### config.mk
export PLATFORM = sky130hd
export DESIGN_NAME = convolutional_encoder_flat
export DESIGN_NICKNAME = d
export VERILOG_FILES = /design/src/hdl/cenc_pkg.sv /design/src/hdl/cenc_in_if.sv /design/src/hdl/cenc_out_if.sv /design/src/hdl/convolutional_encoder.sv /design/src/hdl/cenc_cfg.sv /design/src/hdl/cenc_step.sv /design/src/flat_wrapper.sv
export VERILOG_INCLUDE_DIRS = /design/src /design/src/hdl
export SDC_FILE = /design/constraint.sdc
export NUM_CORES = 1
export LEC_CHECK = 0
export BUFFER_PORTS_ARGS = -buffer_cell sky130_fd_sc_hd__buf_2
export CORE_AREA = 2 2 203 125
export DETAILED_ROUTE_END_ITERATION = 7
export DIE_AREA = 0 0 205 127
export GPL_TIMING_DRIVEN = 0
export PLACE_DENSITY_LB_ADDON = 0.25
export SYNTH_ARGS = -nofsm -noshare
export SYNTH_HDL_FRONTEND = slang
export SYNTH_HIERARCHICAL = 1
export SYNTH_SLANG_ARGS = --single-unit
### constraint.sdc
create_clock -name i_clk -period 6.2 [get_ports i_clk]
set_input_delay 0.31 -clock i_clk [delete_from_list [all_inputs] [get_ports i_clk]]
set_output_delay 0.31 -clock i_clk [all_outputs]
set_load 0.005 [all_outputs]
### src/hdl/assert_macros.svh
// ----------------------------------------------------------------------------
// Assertion macros
// Concurrent assertion wrappers used by the encoder RTL. They compile to nothing
// when SYNTHESIS is defined.
// ----------------------------------------------------------------------------
`ifndef ASSERT_MACROS_SVH
`define ASSERT_MACROS_SVH
`ifndef SYNTHESIS
`define ASSERT_IMPL(label, clk, rst_n, ante, cons, msg) \
    label: assert property (@(posedge clk) disable iff (!rst_n) (ante) |-> (cons)) \
        else $error(msg);
`define ASSERT_NEXT(label, clk, rst_n, ante, cons, msg) \
    label: assert property (@(posedge clk) disable iff (!rst_n) (ante) |=> (cons)) \
        else $error(msg);
`else
`define ASSERT_IMPL(label, clk, rst_n, ante, cons, msg)
`define ASSERT_NEXT(label, clk, rst_n, ante, cons, msg)
`endif
`endif

### src/hdl/cenc_pkg.sv
// ----------------------------------------------------------------------------
// Convolutional encoder package
// Widths, register indexes, reset values and the configuration bundle.
// ----------------------------------------------------------------------------
package cenc_pkg;

    localparam int SLOT_W      = 16;
    localparam int SR_W        = 16;
    localparam int NUM_SLOTS   = 7;
    localparam int LOW_SLOTS   = 4;
    localparam int HIGH_SLOTS  = 3;
    localparam int CODE_W      = 7;
    localparam int CNT_W       = 4;
    localparam int OCNT_W      = 3;
    localparam int CFG_IDX_W   = 2;
    localparam int CFG_DATA_W  = 64;
    localparam int GEN_HIGH_W  = 48;

    localparam logic OP_ENCODE    = 1'b0;
    localparam logic OP_TERMINATE = 1'b1;

    localparam logic [CFG_IDX_W-1:0] REG_OUTPUT_COUNT   = 2'd0;
    localparam logic [CFG_IDX_W-1:0] REG_RECURSIVE_MODE = 2'd1;
    localparam logic [CFG_IDX_W-1:0] REG_GENERATORS_LOW = 2'd2;
    localparam logic [CFG_IDX_W-1:0] REG_GENERATORS_HIGH = 2'd3;

    localparam logic [OCNT_W-1:0]     RST_OUTPUT_COUNT = 3'd2;
    localparam logic [CFG_DATA_W-1:0] RST_GEN_LOW      = 64'd5963897;
    localparam logic [GEN_HIGH_W-1:0] RST_GEN_HIGH     = 48'd0;

    // The feedback tap of generator 0 never uses its lowest bit.
    localparam logic [SLOT_W-1:0] FEEDBACK_TAP_MASK = ~16'h0001;

    typedef struct packed {
        logic [OCNT_W-1:0]                 out_count;
        logic                              rsc;
        logic [SR_W-1:0]                   sr_mask;
        logic [CNT_W-1:0]                  order;
        logic [NUM_SLOTS-1:0][SLOT_W-1:0]  gens;
    } t_code_cfg;

endpackage

### src/hdl/cenc_in_if.sv
// ----------------------------------------------------------------------------
// Encoder input channel
// Valid/ready channel carrying one opcode and one data bit per transfer.
// ----------------------------------------------------------------------------
interface cenc_in_if;
    logic valid;
    logic ready;
    logic opcode;
    logic data_bit;

    modport source (output valid, output opcode, output data_bit, input ready);
    modport sink   (input valid, input opcode, input data_bit, output ready);
endinterface

### src/hdl/cenc_out_if.sv
// ----------------------------------------------------------------------------
// Encoder output channel
// Valid/ready channel carrying one coded symbol and its last flag.
// ----------------------------------------------------------------------------
interface cenc_out_if;
    import cenc_pkg::*;

    logic              valid;
    logic              ready;
    logic [CODE_W-1:0] code_bits;
    logic              last;

    modport source (output valid, output code_bits, output last, input ready);
    modport sink   (input valid, input code_bits, input last, output ready);
endinterface

### src/hdl/convolutional_encoder.sv
// ----------------------------------------------------------------------------
// Convolutional encoder
// Rate 1/n feedforward or recursive systematic encoder with zero flush.
// ----------------------------------------------------------------------------
// Usage:
// Items arrive on i_item (opcode, data_bit) and coded symbols leave on
// o_result (code_bits, last); both are valid/ready channels. An encode item
// yields one symbol with last set. A terminate item yields order+1 symbols,
// one per cycle while the receiver does not stall, the final one with last
// set; order is the highest set bit over the generators in use.
// The configuration port is written through i_cfg_we, i_cfg_idx and i_cfg_data;
// the user must write it only while no item is in flight; the block does not enforce this.
// An input transfer is captured in the input register; the step logic ahead
// of the output register then computes its symbol and loads it there.
// Throughput is one symbol per cycle while the receiver does not stall, set by
// the single step unit feeding the output register.
// Reset clears the shift register, empties both registers and loads the
// default code registers. When the receiver stalls, the output register holds
// its symbol and the input register still takes one more item if it is empty.
// ----------------------------------------------------------------------------
`include "assert_macros.svh"

module convolutional_encoder #(
    parameter int GENERATOR_WIDTH = 16,
    parameter int MAX_OUTPUTS     = 7
) (
    input  logic                               i_clk,
    input  logic                               i_rst_n,
    input  logic                               i_cfg_we,
    input  logic [cenc_pkg::CFG_IDX_W-1:0]     i_cfg_idx,
    input  logic [cenc_pkg::CFG_DATA_W-1:0]    i_cfg_data,
    cenc_in_if.sink                            i_item,
    cenc_out_if.source                         o_result
);
    import cenc_pkg::*;

    t_code_cfg w_cfg;

    logic              r_in_valid;
    logic              r_op;
    logic              r_bit;
    logic [CNT_W-1:0]  r_cnt;
    logic [SR_W-1:0]   r_sr;
    logic              r_out_valid;
    logic [CODE_W-1:0] r_out_code;
    logic              r_out_last;

    logic [CNT_W-1:0]  n_cnt;
    logic [SR_W-1:0]   n_sr;
    logic [CODE_W-1:0] n_code;

    logic w_out_free;
    logic w_fire;
    logic w_is_last;
    logic w_consume;
    logic w_in_xfer;

    cenc_cfg #(
        .GENERATOR_WIDTH (GENERATOR_WIDTH),
        .MAX_OUTPUTS     (MAX_OUTPUTS)
    ) u_cfg (
        .i_clk      (i_clk),
        .i_rst_n    (i_rst_n),
        .i_cfg_we   (i_cfg_we),
        .i_cfg_idx  (i_cfg_idx),
        .i_cfg_data (i_cfg_data),
        .o_cfg      (w_cfg)
    );

    cenc_step u_step (
        .i_cfg     (w_cfg),
        .i_sr      (r_sr),
        .i_flush   (r_op == OP_TERMINATE),
        .i_bit     (r_bit),
        .o_next_sr (n_sr),
        .o_code    (n_code)
    );

    assign w_out_free = !r_out_valid || o_result.ready;
    assign w_fire     = r_in_valid && w_out_free;
    assign w_is_last  = (r_op == OP_ENCODE) || (r_cnt == w_cfg.order);
    assign w_consume  = w_fire && w_is_last;
    assign w_in_xfer  = i_item.valid && i_item.ready;

    assign i_item.ready = !r_in_valid || w_consume;

    always_comb begin
        if (w_consume) begin
            n_cnt = '0;
        end else if (w_fire) begin
            n_cnt = r_cnt + CNT_W'(1);
        end else begin
            n_cnt = r_cnt;
        end
    end

    always_ff @(posedge i_clk) begin
        if (!i_rst_n) begin
            r_in_valid  <= 1'b0;
            r_cnt       <= '0;
            r_sr        <= '0;
            r_out_valid <= 1'b0;
        end else begin
            if (w_in_xfer) begin
                r_in_valid <= 1'b1;
            end else if (w_consume) begin
                r_in_valid <= 1'b0;
            end
            r_cnt <= n_cnt;
            if (w_fire) begin
                r_sr        <= n_sr;
                r_out_valid <= 1'b1;
            end else if (o_result.ready) begin
                r_out_valid <= 1'b0;
            end
        end
    end

    always_ff @(posedge i_clk) begin
        if (w_in_xfer) begin
            r_op  <= i_item.opcode;
            r_bit <= i_item.data_bit;
        end
        if (w_fire) begin
            r_out_code <= n_code;
            r_out_last <= w_is_last;
        end
    end

    assign o_result.valid     = r_out_valid;
    assign o_result.code_bits = r_out_code;
    assign o_result.last      = r_out_last;

    `ASSERT_NEXT(a_fire_loads_output, i_clk, i_rst_n, w_fire,
        r_out_valid && (r_out_last == $past(w_consume)), "step did not load the output register")
    `ASSERT_IMPL(a_encode_single_symbol, i_clk, i_rst_n, w_fire && (r_op == OP_ENCODE),
        w_consume, "encode item was not retired with its symbol")
    `ASSERT_IMPL(a_idle_count_zero, i_clk, i_rst_n, !r_in_valid,
        r_cnt == '0, "flush count not cleared while no item is held")

endmodule

### src/hdl/cenc_cfg.sv
// ----------------------------------------------------------------------------
// Encoder configuration registers
// Holds the code registers and derives the active output count, the masked
// generators and the memory order.
// ----------------------------------------------------------------------------
module cenc_cfg #(
    parameter int GENERATOR_WIDTH = 16,
    parameter int MAX_OUTPUTS     = 7
) (
    input  logic                                i_clk,
    input  logic                                i_rst_n,
    input  logic                                i_cfg_we,
    input  logic [cenc_pkg::CFG_IDX_W-1:0]      i_cfg_idx,
    input  logic [cenc_pkg::CFG_DATA_W-1:0]     i_cfg_data,
    output cenc_pkg::t_code_cfg                 o_cfg
);
    import cenc_pkg::*;

    localparam int EFF_W = (GENERATOR_WIDTH < SLOT_W) ? GENERATOR_WIDTH : SLOT_W;

    logic [OCNT_W-1:0]     r_output_count;
    logic                  r_recursive_mode;
    logic [CFG_DATA_W-1:0] r_gen_low;
    logic [GEN_HIGH_W-1:0] r_gen_high;

    logic [SR_W-1:0]                  w_mask;
    logic [OCNT_W-1:0]                w_count;
    logic [NUM_SLOTS-1:0][SLOT_W-1:0] w_gens;
    logic [SLOT_W-1:0]                w_used_or;
    logic [CNT_W-1:0]                 w_order;

    always_ff @(posedge i_clk) begin
        if (!i_rst_n) begin
            r_output_count   <= RST_OUTPUT_COUNT;
            r_recursive_mode <= 1'b0;
            r_gen_low        <= RST_GEN_LOW;
            r_gen_high       <= RST_GEN_HIGH;
        end else if (i_cfg_we) begin
            case (i_cfg_idx)
                REG_OUTPUT_COUNT:    r_output_count   <= i_cfg_data[OCNT_W-1:0];
                REG_RECURSIVE_MODE:  r_recursive_mode <= i_cfg_data[0];
                REG_GENERATORS_LOW:  r_gen_low        <= i_cfg_data;
                REG_GENERATORS_HIGH: r_gen_high       <= i_cfg_data[GEN_HIGH_W-1:0];
                default: ;
            endcase
        end
    end

    always_comb begin
        for (int b = 0; b < SR_W; b++) begin
            w_mask[b] = (b < EFF_W);
        end
    end

    // A zero count acts as one; counts above the build limit saturate.
    always_comb begin
        w_count = r_output_count;
        if (r_output_count == '0) begin
            w_count = OCNT_W'(1);
        end else if (32'(r_output_count) > MAX_OUTPUTS) begin
            w_count = OCNT_W'(MAX_OUTPUTS);
        end
    end

    always_comb begin
        for (int p = 0; p < LOW_SLOTS; p++) begin
            w_gens[p] = r_gen_low[p*SLOT_W +: SLOT_W] & w_mask;
        end
        for (int p = 0; p < HIGH_SLOTS; p++) begin
            w_gens[p+LOW_SLOTS] = r_gen_high[p*SLOT_W +: SLOT_W] & w_mask;
        end
    end

    always_comb begin
        w_used_or = '0;
        for (int p = 0; p < NUM_SLOTS; p++) begin
            if (p < 32'(w_count)) begin
                w_used_or = w_used_or | w_gens[p];
            end
        end
        w_order = '0;
        for (int b = 0; b < SLOT_W; b++) begin
            if (w_used_or[b]) begin
                w_order = CNT_W'(b);
            end
        end
    end

    always_comb begin
        o_cfg.out_count = w_count;
        o_cfg.rsc       = r_recursive_mode;
        o_cfg.sr_mask   = w_mask;
        o_cfg.order     = w_order;
        o_cfg.gens      = w_gens;
    end

endmodule

### src/hdl/cenc_step.sv
// ----------------------------------------------------------------------------
// Encoder step
// One trellis step: the next shift register contents and the coded symbol,
// for feedforward and recursive systematic codes.
// ----------------------------------------------------------------------------
module cenc_step (
    input  cenc_pkg::t_code_cfg              i_cfg,
    input  logic [cenc_pkg::SR_W-1:0]        i_sr,
    input  logic                             i_flush,
    input  logic                             i_bit,
    output logic [cenc_pkg::SR_W-1:0]        o_next_sr,
    output logic [cenc_pkg::CODE_W-1:0]      o_code
);
    import cenc_pkg::*;

    logic [SR_W-1:0] w_shifted;
    logic            w_fb;
    logic            w_in;

    assign w_shifted = {i_sr[SR_W-2:0], 1'b0};
    assign w_fb      = ^(w_shifted & i_cfg.gens[0] & FEEDBACK_TAP_MASK);

    always_comb begin
        if (i_flush) begin
            w_in = 1'b0;
        end else if (i_cfg.rsc) begin
            w_in = i_bit ^ w_fb;
        end else begin
            w_in = i_bit;
        end
    end

    assign o_next_sr = (w_shifted | SR_W'(w_in)) & i_cfg.sr_mask;

    // In the systematic code output 0 carries the raw bit, or the feedback
    // parity while the register is being flushed.
    always_comb begin
        o_code = '0;
        for (int p = 0; p < CODE_W; p++) begin
            if (p < 32'(i_cfg.out_count)) begin
                o_code[p] = ^(o_next_sr & i_cfg.gens[p]);
            end
        end
        if (i_cfg.rsc) begin
            o_code[0] = i_flush ? w_fb : i_bit;
        end
    end

endmodule

### src/flat_wrapper.sv
// flat-port wrapper written by rule: the top's interface ports become plain ports
module convolutional_encoder_flat import cenc_pkg::*;
#(
    parameter int GENERATOR_WIDTH = 16,
    parameter int MAX_OUTPUTS     = 7
)
  (i_clk, i_rst_n, i_cfg_we, i_cfg_idx, i_cfg_data, i_item_valid, i_item_opcode, i_item_data_bit, i_item_ready, o_result_valid, o_result_code_bits, o_result_last, o_result_ready);
  cenc_in_if i_item_i ();
  cenc_out_if o_result_i ();
  input  logic i_clk;
  input  logic i_rst_n;
  input  logic i_cfg_we;
  input  logic [cenc_pkg::CFG_IDX_W-1:0] i_cfg_idx;
  input  logic [cenc_pkg::CFG_DATA_W-1:0] i_cfg_data;
  input wire logic [$bits(i_item_i.valid)-1:0] i_item_valid;
  input wire logic [$bits(i_item_i.opcode)-1:0] i_item_opcode;
  input wire logic [$bits(i_item_i.data_bit)-1:0] i_item_data_bit;
  output wire logic [$bits(i_item_i.ready)-1:0] i_item_ready;
  output wire logic [$bits(o_result_i.valid)-1:0] o_result_valid;
  output wire logic [$bits(o_result_i.code_bits)-1:0] o_result_code_bits;
  output wire logic [$bits(o_result_i.last)-1:0] o_result_last;
  input wire logic [$bits(o_result_i.ready)-1:0] o_result_ready;
  assign i_item_i.valid = i_item_valid;
  assign i_item_i.opcode = i_item_opcode;
  assign i_item_i.data_bit = i_item_data_bit;
  assign i_item_ready = i_item_i.ready;
  assign o_result_valid = o_result_i.valid;
  assign o_result_code_bits = o_result_i.code_bits;
  assign o_result_last = o_result_i.last;
  assign o_result_i.ready = o_result_ready;
  convolutional_encoder #(.GENERATOR_WIDTH(GENERATOR_WIDTH), .MAX_OUTPUTS(MAX_OUTPUTS)) u_core (.i_clk(i_clk), .i_rst_n(i_rst_n), .i_cfg_we(i_cfg_we), .i_cfg_idx(i_cfg_idx), .i_cfg_data(i_cfg_data), .i_item(i_item_i), .o_result(o_result_i));
endmodule
==> metrics.txt <==
status=complete, no violations; core footprint=0.0240 mm2; hold path cells=1; clk root buf=clkbuf_16; Tmin final=4.02 ns; Initial Utilization=34.8%; DRT Wirelength=31.4 mm; warning count from the yosys run=6; Starting DRT DRC Count=960; Pins Over Slew Limit=0; Leak=3.39 nW; Max VDD drop=0.152 mV; Num CTS Buffers=17; TritonCTS clock tree=yes; detailed-route via count=7972; Clock transition at path regs=0.06 ns; Crit Path Max Fanout=10; Post-Place Worst Slack=2.66 ns; Crit path required time=5.89 ns; most used cell, CP=buf_2; GRT Residual Overflow=0; first-pass GRT wire length=45.9 mm; RSZ-0062 raised after global routing=false; antenna violations before repair=0; CTS hold repair buffers=0; Power Total=0.00231 W; PortBufs=82; post-route cell area=0.00983 mm2; Worst Setup Start Kind=register; Cell Area, Placed=0.00922 mm2; overall routing resource usage=24.5%; WS Path Type=reg2out; CTS resizes=0; Syn Area/Cell=7.62 um2; DR vias/cell=5.14; TNS Setup=0 ns; Max-cap violations=0; Final Hold Viols=0; number of core rows=44; clk_lat worst skew=0.44 ns; Area growth, synth to finish=17.8%; Worst EP arrival=3.71 ns; die span in x=205 um; final setup vio count=0; DIE HEIGHT=127 um; Boundary Pins=83; Worst Reg-to-Reg Cells=9; Netlist Area Pre-Place=0.00835 mm2; largest net degree at the start of global routing=17; Final #Nets=1286; worst min-delay path class=in2reg; Clock Skews=0.0119 ns; Post-CTS Setup Inserts=0; First-pass DRT Iterations=5; layout cells sized above 1=12.7%; endpoint class of the critical path=output pin; cell count after synthesis=1095; slowest CP cell=dfxtp_1; Max clock buf depth=2; power per standard cell area=235 mW/mm2; fmax=249 MHz; Clock H-tree levels=4; vias in the first global route=6958; Sink Count=147; DRC viols=0; post-DP HPWL=24.7 mm; Slew @ Worst Pin=1.01 ns; Die ar.=0.0260 mm2; final worst slack=2.18 ns; hold_ws=0.0667 ns; crit-path cells=buf_2, buf_2, buf_2, a211oi_1, a311oi_1, o21ai_1, xor2_1, o41a_1, o21ai_1, buf_2; GPL Wtd Cong=0.972; Post-DRT Antenna Nets=0; slowest stage delay, CP=0.57 ns; Final Cycle Share=64.8%; DR WL/cell=20.2 um; normalized max-slew margin=32.7%
## metal layers
metal | track usage [%] | wire length, um
met5 | 0 | 0
met4 | 4.44 | 252
met3 | 7.09 | 3830
met2 | 31.3 | 11500
met1 | 39.5 | 15700
## path summary, 6_finish.rpt
| path | start | end | slack, ns |
|---|---|---|---|
| worst max-delay path | u_core/u_cfg/r_output_count[2]$_SDFFE_PN0P_ | i_item_ready | 2.18 |
| worst min-delay path | i_item_opcode | u_core/r_op$_DFFE_PP_ | 0.07 |
| worst max register to register | u_core/u_cfg/r_output_count[2]$_SDFFE_PN0P_ | u_core/r_op$_DFFE_PP_ | 2.52 |
| worst min register to register | u_core/u_cfg/r_gen_high[10]$_SDFFE_PN0P_ | u_core/u_cfg/r_gen_high[10]$_SDFFE_PN0P_ | 0.48 |
## sequential cells by signal, indices dropped and copies added, names as in the netlist
register / flops
u_core/o_result.code_bits: 7
u_core/o_result.last: 1
u_core/o_result.valid: 1
u_core/r_bit: 1
u_core/r_cnt: 4
u_core/r_in_valid: 1
u_core/r_op: 1
u_core/r_sr: 15
u_core/u_cfg/r_gen_high: 48
u_core/u_cfg/r_gen_low: 64
u_core/u_cfg/r_output_count: 3
u_core/u_cfg/r_recursive_mode: 1
## through the flow
step | utilization (%) | instances
2_1_floorplan | - | 1110
3_3_place_gp | 38.4 | 1514
3_5_place_dp | 38.4 | 1514
4_1_cts | 40.9 | 1546
5_1_grt | 40.9 | 1547
6_report | 40.9 | 1550
## cell usage in the layout (no fill, tap or decap), types with 17 or more instances in the layout
master / n
nor2_1: 28
clkbuf_1: 59
buf_4: 17
xnor2_1: 95
and2_1: 17
nand2_1: 355
nand3_1: 33
a21boi_0: 102
o21ai_0: 34
dfxtp_1: 137
a21oi_1: 41
xor2_1: 22
clkbuf_16: 18
buf_2: 90
## layout make-up
class	count	area [um2]
repair buffers	83	422
clock buffers	21	492
clock inverters	11	101
plain buffers	90	427
diodes	3	7.51
inverters	14	52.6
multi-input cells	859	4880
flip-flops and latches	147	3040
fillers	2621	14200
well taps	322	403
## critical path: cells and delay by family, from the launching register on
family | cells | cell delay, ns
AO/OA/AOI/OAI | 5 | 1.41
buffers and inverters | 4 | 1.10
flip-flops | 1 | 0.57
XOR/XNOR | 1 | 0.18
## power by group
group	total, W	internal [W]	leakage (nW)	switching, W
Sequential	0.00103	0.000988	1.21	0.0000414
Combinational	0.000235	0.0000898	1.90	0.000146
Clock	0.00104	0.000607	0.282	0.000435
Total	0.00231	0.00169	3.39	0.000622
Power figures use the tool's default switching activity.
